[src/design/lc3_pkg.sv]
// ----------------------------------------------------------------------------
// lc3_pkg
// Shared types, command and opcode codes and small helpers for the LC-3 core.
// ----------------------------------------------------------------------------
package lc3_pkg;

  typedef struct packed {
    logic [1:0]  cmd;
    logic [15:0] load_addr;
    logic [15:0] load_data;
  } in_word_t;

  typedef struct packed {
    logic [1:0]  status;
    logic [15:0] pc_after;
    logic [15:0] instr_done;
    logic [2:0]  cond_flags;
    logic        reg_written;
    logic [2:0]  reg_index;
    logic [15:0] reg_value;
    logic        mem_written;
    logic [15:0] mem_addr_out;
    logic [15:0] mem_data_out;
  } out_word_t;

  // one port of the word memory
  typedef struct packed {
    logic        we;
    logic [15:0] addr;
    logic [15:0] wdata;
  } mem_req_t;

  // register file: one write port, two read ports
  typedef struct packed {
    logic        we;
    logic [2:0]  waddr;
    logic [15:0] wdata;
    logic [2:0]  ra;
    logic [2:0]  rb;
  } rf_req_t;

  localparam logic [1:0] CMD_LOAD = 2'd0;
  localparam logic [1:0] CMD_EXEC = 2'd1;
  localparam logic [1:0] CMD_READ = 2'd2;
  localparam logic [1:0] CMD_NOP  = 2'd3;

  localparam logic [1:0] STATUS_OK   = 2'd0;
  localparam logic [1:0] STATUS_ERR  = 2'd1;
  localparam logic [1:0] STATUS_TRAP = 2'd2;

  localparam logic [3:0] OP_BR   = 4'd0;
  localparam logic [3:0] OP_ADD  = 4'd1;
  localparam logic [3:0] OP_LD   = 4'd2;
  localparam logic [3:0] OP_ST   = 4'd3;
  localparam logic [3:0] OP_JSR  = 4'd4;
  localparam logic [3:0] OP_AND  = 4'd5;
  localparam logic [3:0] OP_LDR  = 4'd6;
  localparam logic [3:0] OP_STR  = 4'd7;
  localparam logic [3:0] OP_NOT  = 4'd9;
  localparam logic [3:0] OP_LDI  = 4'd10;
  localparam logic [3:0] OP_STI  = 4'd11;
  localparam logic [3:0] OP_JMP  = 4'd12;
  localparam logic [3:0] OP_LEA  = 4'd14;
  localparam logic [3:0] OP_TRAP = 4'd15;

  localparam logic [2:0] CC_P = 3'b001;
  localparam logic [2:0] CC_Z = 3'b010;
  localparam logic [2:0] CC_N = 3'b100;

  localparam logic [15:0] PC_RESET = 16'h3000;

  function automatic logic [15:0] sext5(logic [4:0] v);
    return {{11{v[4]}}, v};
  endfunction

  function automatic logic [15:0] sext6(logic [5:0] v);
    return {{10{v[5]}}, v};
  endfunction

  function automatic logic [15:0] sext9(logic [8:0] v);
    return {{7{v[8]}}, v};
  endfunction

  function automatic logic [15:0] sext11(logic [10:0] v);
    return {{5{v[10]}}, v};
  endfunction

  function automatic logic [2:0] cc_of(logic [15:0] v);
    logic [2:0] c;
    if (v == 16'd0) begin
      c = CC_Z;
    end else if (v[15]) begin
      c = CC_N;
    end else begin
      c = CC_P;
    end
    return c;
  endfunction

endpackage

[src/design/lc3_regs.sv]
// ----------------------------------------------------------------------------
// lc3_regs
// Eight general registers: one write port, two registered read ports.
// ----------------------------------------------------------------------------
module lc3_regs (
  input  logic             clk,
  input  logic             rst,
  input  lc3_pkg::rf_req_t req,
  output logic [15:0]      rdata_a,
  output logic [15:0]      rdata_b
);
  import lc3_pkg::*;

  logic [15:0] regs [8];
  logic [7:0]  valid;
  logic [15:0] qa;
  logic [15:0] qb;
  logic        va;
  logic        vb;

  always_ff @(posedge clk) begin
    if (req.we) begin
      regs[req.waddr] <= req.wdata;
    end
    qa <= regs[req.ra];
    qb <= regs[req.rb];
  end

  // a register never written since reset reads as zero
  always_ff @(posedge clk) begin
    if (rst) begin
      valid <= '0;
      va    <= 1'b0;
      vb    <= 1'b0;
    end else begin
      if (req.we) begin
        valid[req.waddr] <= 1'b1;
      end
      va <= valid[req.ra];
      vb <= valid[req.rb];
    end
  end

  assign rdata_a = va ? qa : 16'd0;
  assign rdata_b = vb ? qb : 16'd0;

endmodule

[config.mk]
export PLATFORM = sky130hd
export DESIGN_NAME = lc3_regs
export DESIGN_NICKNAME = d
export VERILOG_FILES = /design/src/design/lc3_pkg.sv /design/src/design/lc3_regs.sv
export SDC_FILE = /design/constraint.sdc
export NUM_CORES = 1
export LEC_CHECK = 0
export ABC_AREA = 1
export BUFFER_PORTS_ARGS = -buffer_cell sky130_fd_sc_hd__buf_2
export CAP_MARGIN = 20
export CORE_MARGIN = 3
export CORE_UTILIZATION = 62
export DETAILED_ROUTE_END_ITERATION = 16
export GPL_TIMING_DRIVEN = 1
export PLACE_DENSITY = 0.82
export RECOVER_POWER = 50
export SKIP_CTS_REPAIR_TIMING = 1
export SYNTH_ARGS = -nofsm -noshare
export SYNTH_HDL_FRONTEND = slang
export SYNTH_SLANG_ARGS = --single-unit
export TNS_END_PERCENT = 1
[constraint.sdc]
create_clock -name clk -period 3.02 [get_ports clk]
set_clock_uncertainty 0.15 [all_clocks]
set_input_delay 0.604 -clock clk [delete_from_list [all_inputs] [get_ports clk]]
set_output_delay 0.604 -clock clk [all_outputs]
set_load 0.01 [all_outputs]
-- Word level (Yosys, flattened, before mapping)
Memory sizes are Yosys's and may differ from the RTL's. A register that Yosys moved wholly into a read port is not among the register bits.
Index checks and enable logic that the tools add are counted.
- bitwise gates (word level): 1
- reduce and logical (&&, ||, !) cells: 1
- multiplexer cells: 10
- $lt $le $gt $ge: 4
- operator list (kind ; number):
    16-bit two-way mux ; 2
    3-bit by 4-bit < comparator with 1-bit output, second input constant ; 3
    8-bit OR ; 1
    1-bit binary-select mux with 3-bit select ; 2
    1-bit two-way mux ; 5
    1-bit demux with 3-bit select ; 1
    3-bit by 1-bit greater-or-equal comparator with 1-bit output, second input constant ; 1
    1-bit logical AND ; 1
- input bits: 28
- memories: 1
- flip-flop bits (word level): 10
- memory bits (writable): 128
- word-level logic and storage cells: 20
- memory list (name ; depth ; bits a word ; read ports ; clocked after Yosys merged registers in ; wr ports ; RTL line ; source):
    regs ; 8 ; 16 ; 2 ; 2 ; 1 ; lc3_regs.sv:14 ; logic [15:0] regs [8];

-- Logic depth before layout (Yosys ltp)
- depth in word-level cells: 5
- mapped depth: 8

-- Worst setup path after synthesis
Ideal clock, no wire load.
- path type: input-to-reg
- start point: in req[23] in the netlist's numbering
- end point: mem regs[7][0], enable pin
- setup time: 390 ps
- stages on the path: 2
- data required time: 2480 ps
- setup slack: 1078 ps
- path buffers: 0
- data arrival time: 1402 ps
- cell sequence: nand2_1 -> nor2_1
- RTL lines (what ; RTL line ; source):
    start: declaration ; lc3_regs.sv:8 ; input lc3_pkg::rf_req_t req,
    end: declaration ; lc3_regs.sv:14 ;
Straight into the memory's write port.

-- Worst setup path in the final report
- start point: reg vb
- end point: out rdata_b[10]
- word-level cells in the longest chain between the ends: 1
- RTL lines (what ; RTL line ; source):
    start: declaration ; lc3_regs.sv:19 ; logic vb;
    start signal: assignment ; lc3_regs.sv:40 ; vb <= valid[req.rb];
    16-bit two-way mux ; lc3_regs.sv:45 ; assign rdata_b = vb ? qb : 16'd0;
    end: declaration ; lc3_regs.sv:10 ; output logic [15:0] rdata_b
Every way passes these cells.

==> results_dict.tcl <==
set metrics [dict create \
    synthArstFlopShare_pct 0 \
    synth_edf_count 128 \
    hold_class "in2reg" \
    drt_iter0_drc 697 \
    synth_compound_gate_area_share_pct 15.50 \
    cts_sinks 170 \
    first_pass_iters 6 \
    worstPathMaxFanout 9 \
    tightest_slew_ps 1393 \
    fmaxAchievable_mhz 409.8 \
    layout.cells.non_filler 1076 \
    nets 919 \
    via_per_inst 5.572 \
    diodes 0 \
    hpwlAfterDp_um 10890 \
    die_w_um 120.1 \
    fp.dieH_um 120.1 \
    synth_area_leaders "edfxtp_1, nand2_1, dfxtp_1" \
    utilization_pct 70.39 \
    maxCapViolCount 0 \
    total_leakage_power_nw 4.069 \
    synthTopCellsByCount "nand2_1, edfxtp_1, inv_1" \
    antenna_found_initial 0 \
    setup_tns_ps 0 \
    num_vias 5995 \
    dpl_cell_area_mm2 0.008349 \
    status "complete, no violations" \
    fin_crit_sh_pct 80.80 \
    start_util_pct 63.70 \
    num_rows 41 \
    syn_area_per_cell_um2 9.462 \
    synth.mux.area_fraction_pct 0 \
    io_pins 60 \
    dp_cells 1044 \
    ir_drop_uv 423.6 \
    root_buffer "clkbuf_16" \
    globalplace.congestion 0.8482 \
    setup-violations-final 0 \
    fin_area_mm2 0.008919 \
    track_usage_pct 26.32 \
    overflow 0 \
    grt_max_degree 54 \
    min_period_ps 2440 \
    post-synth-top-area-cell "edfxtp_1" \
    layout-drive-gt1-share_pct 13.05 \
    clk_latency_ps 430 \
    cp-start-kind "flop" \
    endpoint_kind "primary output" \
    drc_errors 0 \
    cts_tree "built" \
    synth.top_cell.area_share_pct 47.62 \
    postRouteWirelength_um 18190 \
    core-area_mm2 0.01267 \
    slew_viol_final 0 \
    grt_pass1_wl_um 28800 \
    grt_pass1_vias 5646 \
    crit_required_ps 2270 \
    syn_nets 881 \
    routedWlPerCell_um 16.91 \
    netlist_instances 853 \
    netlist_area_mm2 0.008071 \
    io_buffers 59 \
    numCtsBuffers 17 \
    ys_seq_area_share_pct 58.04 \
    synth_ff_type "edfxtp_1" \
    yosysMostFrequentCell "nand2_1" \
    fillCellCount 942 \
    synth-xor-area-share_pct 0 \
    hold_violations 0 \
    synth-seq-cells 170 \
    synth_cell_types 18 \
    slew_headroom_pct 7.131 \
    ant_nets 0 \
    area_delta_synth_final_pct 10.49 \
    yosys.area_share.simple_pct 15.87 \
    yosys_warnings 0 \
    arrival_ps 1690 \
    worstSetupPathType "reg2out" \
    cts_max_path_buffers 2 \
    cts-htree-levels 4 \
    rsz0062_at_grt "false" \
    power.density_mw_per_mm2 605.3 \
    die-area_mm2 0.01442 \
    synth_top_family_by_area "simple AND/OR/NAND/NOR gates" \
    synth_fa_ha_area_share_pct 0 \
    path_clk_slew_ps 60 \
]
path summary, 6_finish.rpt:
check | slack (ps) | depth (start not counted) | start | to
max | 580 | 4 | vb | rdata_b[10]
min | 310 | 2 | rst | valid[3]
max reg2reg | 1820 | 6 | regs[1][1] | qa[1]
min reg2reg | 330 | 2 | valid[7] | valid[7]
stage by stage:
stage	power (mW)	worst slack (ps)	hold slack, ps
2_1_floorplan	3.062	1078	290.3
5_1_grt	5.585	506.7	322.9
3_5_place_dp	3.208	858.4	323.1
3_3_place_gp	3.191	892.9	303.1
4_1_cts	5.410	596.1	285.9
6_report	5.398	579.9	313.1
report_power, final:
part | leakage [nW] | total (mW) | switching (mW) | internal [mW]
clock network | 0.284 | 2.24 | 0.863 | 1.37
logic | 2.27 | 0.493 | 0.334 | 0.159
registers | 1.51 | 2.67 | 0.0454 | 2.62
layout make-up:
type | instances | area (um^2) | area share, %
sequential | 170 | 4684 | 52.53
multi-input combinational | 505 | 2532 | 28.40
inverter | 123 | 464.2 | 5.205
clock buffer | 19 | 432.9 | 4.854
timing repair buffer | 74 | 412.9 | 4.630
tap | 172 | 215.2 | 2.413
clock inverter | 13 | 176.4 | 1.978
sequential cells by signal, summed over array words and instances (netlist names):
name   cells
qa        16
qb        16
regs     128
va         1
valid      8
vb         1
metal layers:
layer	GRT usage [%]	routed length (um)	vias to the layer above
met1	34.49	7359	2768
met4	12.88	619	0
li1	-	-	2894
met5	0	0	-
met3	5.042	1467	48
met2	42.33	8743	285
placed cells by master (no fill, tap or decap):
cell type,netlist,layout
nand2_1,318,318
edfxtp_1,128,128
inv_1,120,120
o211ai_1,61,61
dfxtp_1,42,42
a21oi_1,39,39
buf_2,30,37
o211ai_2,35,35
o21ai_0,25,25
clkbuf_1,5,24
clkbuf_16,0,17
nor2_1,10,10
nand3_1,10,10
buf_4,0,10
o21ai_1,7,7
clkinv_2,2,4
bufinv_16,0,4
clkinvlp_4,0,4
buf_12,0,3
clkinv_1,0,2
clkbuf_2,0,2
inv_2,1,1
clkinv_4,0,1
critical path: stages (launching register included):
cell     delay [ps]
dfxtp_1         720
buf_4           290
nand2_1          70
inv_1            50
buf_2           120
cell families after synthesis:
kind of cell | count (synthesis)
AND/OR/NAND/NOR | 338
buffers and inverters | 178
AO/OA/AOI/OAI | 167
flip-flops | 170
Note: power is estimated with default switching activity, not from simulation.
