[src/design/lc3_pkg.sv]
// ----------------------------------------------------------------------------
// lc3_pkg
// Shared types, command and opcode codes and small helpers for the LC-3 core.
// ----------------------------------------------------------------------------
package lc3_pkg;

  typedef struct packed {
    logic [1:0]  cmd;
    logic [15:0] load_addr;
    logic [15:0] load_data;
  } in_word_t;

  typedef struct packed {
    logic [1:0]  status;
    logic [15:0] pc_after;
    logic [15:0] instr_done;
    logic [2:0]  cond_flags;
    logic        reg_written;
    logic [2:0]  reg_index;
    logic [15:0] reg_value;
    logic        mem_written;
    logic [15:0] mem_addr_out;
    logic [15:0] mem_data_out;
  } out_word_t;

  // one port of the word memory
  typedef struct packed {
    logic        we;
    logic [15:0] addr;
    logic [15:0] wdata;
  } mem_req_t;

  // register file: one write port, two read ports
  typedef struct packed {
    logic        we;
    logic [2:0]  waddr;
    logic [15:0] wdata;
    logic [2:0]  ra;
    logic [2:0]  rb;
  } rf_req_t;

  localparam logic [1:0] CMD_LOAD = 2'd0;
  localparam logic [1:0] CMD_EXEC = 2'd1;
  localparam logic [1:0] CMD_READ = 2'd2;
  localparam logic [1:0] CMD_NOP  = 2'd3;

  localparam logic [1:0] STATUS_OK   = 2'd0;
  localparam logic [1:0] STATUS_ERR  = 2'd1;
  localparam logic [1:0] STATUS_TRAP = 2'd2;

  localparam logic [3:0] OP_BR   = 4'd0;
  localparam logic [3:0] OP_ADD  = 4'd1;
  localparam logic [3:0] OP_LD   = 4'd2;
  localparam logic [3:0] OP_ST   = 4'd3;
  localparam logic [3:0] OP_JSR  = 4'd4;
  localparam logic [3:0] OP_AND  = 4'd5;
  localparam logic [3:0] OP_LDR  = 4'd6;
  localparam logic [3:0] OP_STR  = 4'd7;
  localparam logic [3:0] OP_NOT  = 4'd9;
  localparam logic [3:0] OP_LDI  = 4'd10;
  localparam logic [3:0] OP_STI  = 4'd11;
  localparam logic [3:0] OP_JMP  = 4'd12;
  localparam logic [3:0] OP_LEA  = 4'd14;
  localparam logic [3:0] OP_TRAP = 4'd15;

  localparam logic [2:0] CC_P = 3'b001;
  localparam logic [2:0] CC_Z = 3'b010;
  localparam logic [2:0] CC_N = 3'b100;

  localparam logic [15:0] PC_RESET = 16'h3000;

  function automatic logic [15:0] sext5(logic [4:0] v);
    return {{11{v[4]}}, v};
  endfunction

  function automatic logic [15:0] sext6(logic [5:0] v);
    return {{10{v[5]}}, v};
  endfunction

  function automatic logic [15:0] sext9(logic [8:0] v);
    return {{7{v[8]}}, v};
  endfunction

  function automatic logic [15:0] sext11(logic [10:0] v);
    return {{5{v[10]}}, v};
  endfunction

  function automatic logic [2:0] cc_of(logic [15:0] v);
    logic [2:0] c;
    if (v == 16'd0) begin
      c = CC_Z;
    end else if (v[15]) begin
      c = CC_N;
    end else begin
      c = CC_P;
    end
    return c;
  endfunction

endpackage

[src/design/lc3_ctrl.sv]
// ----------------------------------------------------------------------------
// lc3_ctrl
// Command sequencer: fetch, decode, execute, memory and write-back steps,
// program counter, condition code and the output word register.
// ----------------------------------------------------------------------------
module lc3_ctrl (
  input  logic               clk,
  input  logic               rst,
  input  logic               in_valid,
  output logic               in_ready,
  input  lc3_pkg::in_word_t  in_word,
  output logic               out_valid,
  input  logic               out_ready,
  output lc3_pkg::out_word_t out_word,
  output lc3_pkg::mem_req_t  mem_req,
  input  logic [15:0]        mem_rdata,
  output lc3_pkg::rf_req_t   rf_req,
  input  logic [15:0]        ra_data,
  input  logic [15:0]        rb_data
);
  import lc3_pkg::*;

  typedef enum logic [2:0] {
    S_IDLE,
    S_READ,
    S_DEC,
    S_EXE,
    S_MEM2,
    S_WB
  } state_t;

  state_t      state;
  logic [15:0] pc;
  logic [2:0]  cc;
  logic [15:0] ir;
  out_word_t   res;
  out_word_t   res_next;
  out_word_t   res_exe;

  logic        accept;
  logic        slot_free;
  logic [15:0] instr_w;
  logic [3:0]  op_w;
  logic [3:0]  op;
  logic [2:0]  dr;
  logic [15:0] pc1;
  logic [15:0] pcoff9;
  logic [15:0] base_off6;
  logic [15:0] src2;
  logic [15:0] ea;
  logic [15:0] v;
  logic        wreg;
  logic        setcc;
  logic        is_store_w;

  assign accept    = in_valid && in_ready;
  assign in_ready  = (state == S_IDLE);
  assign slot_free = !out_valid || out_ready;

  // during decode the instruction is still on the memory read port
  assign instr_w    = (state == S_DEC) ? mem_rdata : ir;
  assign op_w       = instr_w[15:12];
  assign op         = ir[15:12];
  assign dr         = ir[11:9];
  assign pc1        = pc + 16'd1;
  assign pcoff9     = pc1 + sext9(instr_w[8:0]);
  assign base_off6  = ra_data + sext6(ir[5:0]);
  assign src2       = ir[5] ? sext5(ir[4:0]) : rb_data;
  assign is_store_w = (op_w == OP_ST) || (op_w == OP_STI) || (op_w == OP_STR);

  always_comb begin
    unique case (op)
      OP_STR:  ea = base_off6;
      OP_STI:  ea = mem_rdata;
      default: ea = pcoff9;
    endcase
  end

  // memory port
  always_comb begin
    mem_req.we    = 1'b0;
    mem_req.addr  = pc;
    mem_req.wdata = rb_data;
    unique case (state)
      S_IDLE: begin
        if (accept && in_word.cmd != CMD_EXEC) begin
          mem_req.addr  = in_word.load_addr;
          mem_req.we    = (in_word.cmd == CMD_LOAD);
          mem_req.wdata = in_word.load_data;
        end
      end
      S_DEC: begin
        mem_req.addr = pcoff9;
      end
      S_EXE: begin
        unique case (op)
          OP_LDI:  mem_req.addr = mem_rdata;
          OP_LDR:  mem_req.addr = base_off6;
          default: mem_req.addr = ea;
        endcase
        mem_req.we = (op == OP_ST) || (op == OP_STI) || (op == OP_STR);
      end
      default: mem_req.addr = pc;
    endcase
  end

  // register file port
  always_comb begin
    rf_req.ra    = instr_w[8:6];
    rf_req.rb    = is_store_w ? instr_w[11:9] : instr_w[2:0];
    rf_req.we    = (state == S_WB) && slot_free && res.reg_written;
    rf_req.waddr = res.reg_index;
    rf_req.wdata = res.reg_value;
  end

  // execute step
  always_comb begin
    res_exe              = '0;
    res_exe.status       = STATUS_OK;
    res_exe.pc_after     = pc1;
    res_exe.instr_done   = ir;
    res_exe.cond_flags   = cc;
    v                    = 16'd0;
    wreg                 = 1'b0;
    setcc                = 1'b1;
    res_exe.reg_index    = dr;
    unique case (op)
      OP_ADD: begin
        v    = ra_data + src2;
        wreg = 1'b1;
      end
      OP_AND: begin
        v    = ra_data & src2;
        wreg = 1'b1;
      end
      OP_NOT: begin
        v    = ~ra_data;
        wreg = 1'b1;
      end
      OP_BR: begin
        if (|(dr & cc)) begin
          res_exe.pc_after = pcoff9;
        end
      end
      OP_JMP: begin
        res_exe.pc_after = ra_data;
      end
      OP_JSR: begin
        // target comes from the old base value, before r7 is written
        res_exe.pc_after  = ir[11] ? (pc1 + sext11(ir[10:0])) : ra_data;
        res_exe.reg_index = 3'd7;
        v                 = pc1;
        wreg              = 1'b1;
        setcc             = 1'b0;
      end
      OP_LD: begin
        v    = mem_rdata;
        wreg = 1'b1;
      end
      OP_LDI, OP_LDR: begin
        // value lands in the memory step
        wreg = 1'b1;
      end
      OP_LEA: begin
        v    = pcoff9;
        wreg = 1'b1;
      end
      OP_ST, OP_STI, OP_STR: begin
        res_exe.mem_written  = 1'b1;
        res_exe.mem_addr_out = ea;
        res_exe.mem_data_out = rb_data;
      end
      OP_TRAP: begin
        res_exe.status = STATUS_TRAP;
      end
      default: begin
        res_exe.status = STATUS_ERR;
      end
    endcase
    if (wreg) begin
      res_exe.reg_written = 1'b1;
      res_exe.reg_value   = v;
      if (setcc) begin
        res_exe.cond_flags = cc_of(v);
      end
    end else begin
      res_exe.reg_index = 3'd0;
    end
  end

  // result word under construction
  always_comb begin
    res_next = res;
    unique case (state)
      S_IDLE: begin
        if (accept) begin
          res_next            = '0;
          res_next.status     = STATUS_OK;
          res_next.pc_after   = pc;
          res_next.cond_flags = cc;
          if (in_word.cmd == CMD_LOAD || in_word.cmd == CMD_READ) begin
            res_next.mem_addr_out = in_word.load_addr;
          end
          if (in_word.cmd == CMD_LOAD) begin
            res_next.mem_data_out = in_word.load_data;
          end
        end
      end
      S_READ: begin
        res_next.mem_data_out = mem_rdata;
      end
      S_EXE: begin
        res_next = res_exe;
      end
      S_MEM2: begin
        res_next.reg_value  = mem_rdata;
        res_next.cond_flags = cc_of(mem_rdata);
      end
      default: res_next = res;
    endcase
  end

  always_ff @(posedge clk) begin
    if (rst) begin
      state     <= S_IDLE;
      pc        <= PC_RESET;
      cc        <= CC_Z;
      out_valid <= 1'b0;
    end else begin
      res       <= res_next;
      out_valid <= (state == S_WB && slot_free) || (out_valid && !out_ready);
      unique case (state)
        S_IDLE: begin
          if (accept) begin
            unique case (in_word.cmd)
              CMD_LOAD: state <= S_WB;
              CMD_READ: state <= S_READ;
              CMD_EXEC: state <= S_DEC;
              default:  state <= S_WB;
            endcase
          end
        end
        S_READ: begin
          state <= S_WB;
        end
        S_DEC: begin
          ir    <= mem_rdata;
          state <= S_EXE;
        end
        S_EXE: begin
          if (op == OP_LDI || op == OP_LDR) begin
            state <= S_MEM2;
          end else begin
            state <= S_WB;
          end
        end
        S_MEM2: begin
          state <= S_WB;
        end
        S_WB: begin
          if (slot_free) begin
            pc       <= res.pc_after;
            cc       <= res.cond_flags;
            out_word <= res;
            state    <= S_IDLE;
          end
        end
        default: state <= S_IDLE;
      endcase
    end
  end

  a_mem_write_step: assert property (@(posedge clk) disable iff (rst)
    mem_req.we |-> (state == S_EXE || (state == S_IDLE && accept)))
    else $error("memory write outside execute or load");

  a_reg_write_step: assert property (@(posedge clk) disable iff (rst)
    rf_req.we |-> (state == S_WB && slot_free))
    else $error("register write outside write-back");

  a_cc_onehot: assert property (@(posedge clk) disable iff (rst)
    $onehot(cc))
    else $error("condition code not one-hot");

  a_exec_decode: assert property (@(posedge clk) disable iff (rst)
    (accept && in_word.cmd == CMD_EXEC) |=> (state == S_DEC))
    else $error("execute command did not go to decode");

  a_wb_delivers: assert property (@(posedge clk) disable iff (rst)
    (state == S_WB && slot_free) |=> (out_valid && state == S_IDLE))
    else $error("write-back did not present a word");

endmodule

[config.mk]
export PLATFORM = sky130hd
export DESIGN_NAME = lc3_ctrl
export DESIGN_NICKNAME = d
export VERILOG_FILES = /design/src/design/lc3_pkg.sv /design/src/design/lc3_ctrl.sv
export SDC_FILE = /design/constraint.sdc
export NUM_CORES = 1
export LEC_CHECK = 0
export BUFFER_PORTS_ARGS = -buffer_cell sky130_fd_sc_hd__buf_2
export CAP_MARGIN = 10
export CORE_UTILIZATION = 40
export DETAILED_ROUTE_END_ITERATION = 8
export PLACE_DENSITY = 0.61
export SLEW_MARGIN = 10
export SYNTH_ARGS = -nofsm -noshare
export SYNTH_HDL_FRONTEND = slang
export SYNTH_SLANG_ARGS = --single-unit
[constraint.sdc]
create_clock -name clk -period 5.4 [get_ports clk]
set_input_delay 0.81 -clock clk [delete_from_list [all_inputs] [get_ports clk]]
set_output_delay 0.81 -clock clk [all_outputs]
set_load 0.1 [all_outputs]
==> Yosys cells after proc, flatten, opt, wreduce, memory -nomap -nowiden <==
Index checks and enable logic that the tools add are counted.
{ "classes": {"n_addsub": 5, "muxes": 39, "bitwise": 4, "eq_ne": 26, "reduce_logical": 34} }
{ "op_table": {"columns": ["operator", "count"], "rows": [
  ["16-bit case mux with 3 select lines", 4],
  ["16-bit two-way mux", 8],
  ["16-bit case mux with 6 select lines", 1],
  ["90-bit two-way mux", 1],
  ["34-bit case mux with 2 select lines", 1],
  ["33-bit two-way mux", 2],
  ["16-bit adder", 4],
  ["16-bit case mux with 2 select lines", 2],
  ["17-bit case mux with 2 select lines", 1],
  ["16-bit zero test", 2],
  ["3-bit two-way mux", 10],
  ["4-bit equality test (second input constant)", 7],
  ["4-bit by 3-bit equality test with 1-bit output (second input constant)", 5],
  ["16-bit by 1-bit adder with 16-bit output (second input constant)", 1],
  ["16-bit AND", 1],
  ["16-bit inverter", 1],
  ["3-bit case mux with 5 select lines", 1],
  ["13-bit OR reduction", 1],
  ["4-bit by 2-bit equality test with 1-bit output (second input constant)", 3],
  ["3-bit AND reduction", 4],
  ["3-bit case mux with 3 select lines", 1],
  ["1-bit logical OR", 8],
  ["4-bit case mux with 2 select lines", 1],
  ["8-bit OR reduction", 1],
  ["25 further kinds", 37]
]} }
{ "word_totals": {"word_cells": 133, "regBits": 219, "out_inout_bits": 151} }

==> Depth between registers and ports, before layout <==
{ "logic_depth": {"ltp_word": 9, "mapped_depth": 18, "depth_no_buf": 16} }

==> Least setup slack after synthesis <==
OpenSTA, ideal clock, no wires.
{ "synth_path": {"path_type": "register -> output", "from": "register state[0]", "to": "output port mem_req[28] (netlist name)", "stages_incl_launch_ff": 9, "arrival_time_ps": 5605, "slack_ps": -1015, "path_buffers": 3, "cell_sequence": "dfxtp_1 > buf_6 > nor3_1 > nand2_1 > nor2_1 > clkbuf_1 > clkbuf_1 > a21oi_1 > a32oi_1"} }
{ "synth_rtl": {"columns": ["element", "line_no", "text"], "rows": [
  ["start: declaration", "lc3_ctrl.sv:32", "state_t state;"],
  ["start signal: assignment", "lc3_ctrl.sv:225", "state <= S_IDLE;"],
  ["start signal: assignment", "lc3_ctrl.sv:236", "CMD_LOAD: state <= S_WB;"],
  ["start signal: assignment", "lc3_ctrl.sv:237", "CMD_READ: state <= S_READ;"],
  ["end: declaration", "lc3_ctrl.sv:15", "output lc3_pkg::mem_req_t mem_req,"]
]} }

==> flow_metrics.tcl <==
set metrics [dict create \
    status "finished with violations" \
    violations "design-rule violations" \
    yosys.area.top_type_share 0.421 \
    clk_pin_slew_ns 0.06 \
    synth.distinct_cells 78 \
    cts_tree "built" \
    ios 237 \
    max_freq_mhz 188 \
    overflow 0 \
    grt_usage 0.337 \
    end_kind "output port" \
    grt_max_degree 65 \
    p_leak_nw 7.02 \
    dp_cells 2126 \
    ys_seq_area_frac 0.454 \
    worstPathMaxFanout 8 \
    drv_cap 0 \
    setup-tns-final_ns 0 \
    clock_skew_ns 0.0208 \
    hold_class "flip-flop to flip-flop" \
    nets 1856 \
    die_x_um 189 \
    ff2ff_path_depth 14 \
    wirelength_um 61700 \
    max_slew_margin 0.130 \
    grt_pass1_wl_um 86500 \
    synth_area_leaders "edfxtp_1, ha_1, nand2_1" \
    dp_hpwl_um 48800 \
    fillers 3304 \
    synthFlopType "edfxtp_1" \
    synthCells 1427 \
    cts_sinks 219 \
    setup_ws_ns 0.0795 \
    drive_gt1_frac 0.268 \
    cts_made_buffers 23 \
    synth-edff-count 196 \
    ant_nets 0 \
    num_vias 13400 \
    ys_async_sr_fraction 0 \
    synth.avg_cell_area_um2 9.79 \
    hold_viol_final 0 \
    numPortBuffers 236 \
    syn_to_final_growth_pct 23.4 \
    p_per_area_nw_per_um2 349 \
    synth_area_um2 14000 \
    vdd.ir_drop.worst_uv 238 \
    fin_hold_ws_ns 0.417 \
    dieArea_um2 35700 \
    gp_congestion 1.03 \
    h-tree-depth 1 \
    fin_cells 2172 \
    hold_depth 0 \
    initial_core_util 0.406 \
    dp_slack_ns 0.271 \
    final_cell_mix "buf_2, edfxtp_1, nand2_1" \
    wl_per_cell_um 28.4 \
    synth_top_area_cell "edfxtp_1" \
    fin_crit_sh 0.985 \
    cp.required_ns 4.59 \
    synth_warnings 0 \
    drv_slew 0 \
    diodes 0 \
    cp_data_arrival_time_ns 4.51 \
    syn-num-nets 1583 \
    tightest_slew_ns 1.27 \
    synth_seq_cells 219 \
    period_needed_ns 5.32 \
    fp-row-count 68 \
    clk_latency_ns 0.53 \
    rsz0062_at_grt "false" \
    via_per_inst 6.17 \
    setup_viol 0 \
    first_iter_violations 1581 \
    critPathKind "flip-flop to output port" \
    cts_root_buf "clkbuf_16" \
    drc 1 \
    firstDrtPassIters 9 \
    start_kind "flip-flop" \
    core_um2 34500 \
    cts_buffer_depth 3 \
    grt_pass1_vias 12400 \
    layout_commonest_cell "buf_2" \
    antenna_found_initial 3 \
    die_y_um 189 \
]
-- cell usage after synthesis, drive strengths merged, types with 6 or more instances --
master	n
edfxtp	196
nand2	174
o21ai	128
a21oi	98
nor2	78
clkbuf	73
ha	66
inv	60
xnor2	43
a222oi	35
a221oi	30
buf	28
xor2	26
nand3	25
nor3	25
a22o	24
and3	24
dfxtp	23
a22oi	21
a21o	19
a31oi	16
mux2	12
nand2b	12
nor2b	12
a211oi	10
nor4	10
o211ai	10
o21bai	10
nand4	9
o21a	9
o221ai	9
and2	8
mux2i	8
or2	8
o22ai	7
a221o	6
-- worst max-delay path, cell delays in order (launching register included) --
cell and delay [ns]:
dfxtp_2 0.45, and4_2 0.32, and3_1 0.30, nand2_1 0.12, xnor2_2 0.17, ha_1 0.38, and2_2 0.26, a22o_1 0.22
a211oi_2 0.18, buf_4 0.16, buf_4 0.13, xor2_1 0.06, buf_4 0.16, a211oi_1 0.25, a21o_1 0.13, nand3_1 0.07
o211ai_1 0.30, clkbuf_16 0.32
-- worst paths after layout --
path / startpoint / endpoint / slack [ns]
worst max register to register: ir[5] / res[54] / 0.67
worst min-delay path: res[31] / out_word[31] / 0.42
worst max-delay path: pc[2] / mem_req[25] / 0.08
worst min register to register: res[31] / out_word[31] / 0.42
-- routing by layer --
layer	GRT usage	wire length (um)
met3	0.0539	5590
met4	0.145	3060
met2	0.517	27000
met5	0	29
met1	0.471	25900
-- timing repair --
| action | 4_1_cts | 5_1_grt |
|---|---|---|
| pin swaps | 3 | 10 |
| setup endpoints to repair | 8 | 10 |
| hold buffers | 0 | 0 |
| buffers inserted | 2 | 2 |
| resized for setup | 9 | 33 |
-- stage by stage --
| step | total power [mW] | instance area [um^2] | utilization |
|---|---|---|---|
| 5_1_grt | 6.23 | 17200 | 0.500 |
| 3_3_place_gp | 4.48 | 16400 | 0.475 |
| 6_report | 6.02 | 17200 | 0.500 |
| 3_5_place_dp | 4.49 | 16400 | 0.475 |
| 2_1_floorplan | 3.71 | 14000 | - |
| 4_1_cts | 5.98 | 17100 | 0.496 |
-- layout make-up --
| cell class | instances | area (um^2) | area share |
|---|---|---|---|
| multi-input cells | 1046 | 7150 | 0.415 |
| clock inverters | 17 | 111 | 0.00646 |
| repair buffers | 349 | 2240 | 0.130 |
| flip-flops and latches | 219 | 6350 | 0.369 |
| inverters | 61 | 229 | 0.0133 |
| clock buffers | 25 | 583 | 0.0338 |
| well taps | 455 | 569 | 0.0330 |
-- cell families after synthesis --
| group | Yosys count | share of synthesized area |
|---|---|---|
| flip-flops | 219 | 0.454 |
| adder cells (fa/ha/maj) | 70 | 0.0648 |
| AND/OR/NAND/NOR | 413 | 0.140 |
| multiplexers | 20 | 0.0154 |
| AO/OA/AOI/OAI | 473 | 0.229 |
| buffers and inverters | 162 | 0.0512 |
| XOR/XNOR | 70 | 0.0449 |
-- registers in the layout (all words and copies together) (netlist names) --
register,flops
cc,3
pc,16
rf_req,19
out_word,90
out_valid,1
state,3
ir,16
res,71
-- power breakdown --
group	total [mW]	internal, mW	switching (mW)
clock	1.48	0.795	0.686
sequential	2.09	2.00	0.0859
combinational	2.45	0.702	1.75
(Power assumes the default switching activity.)
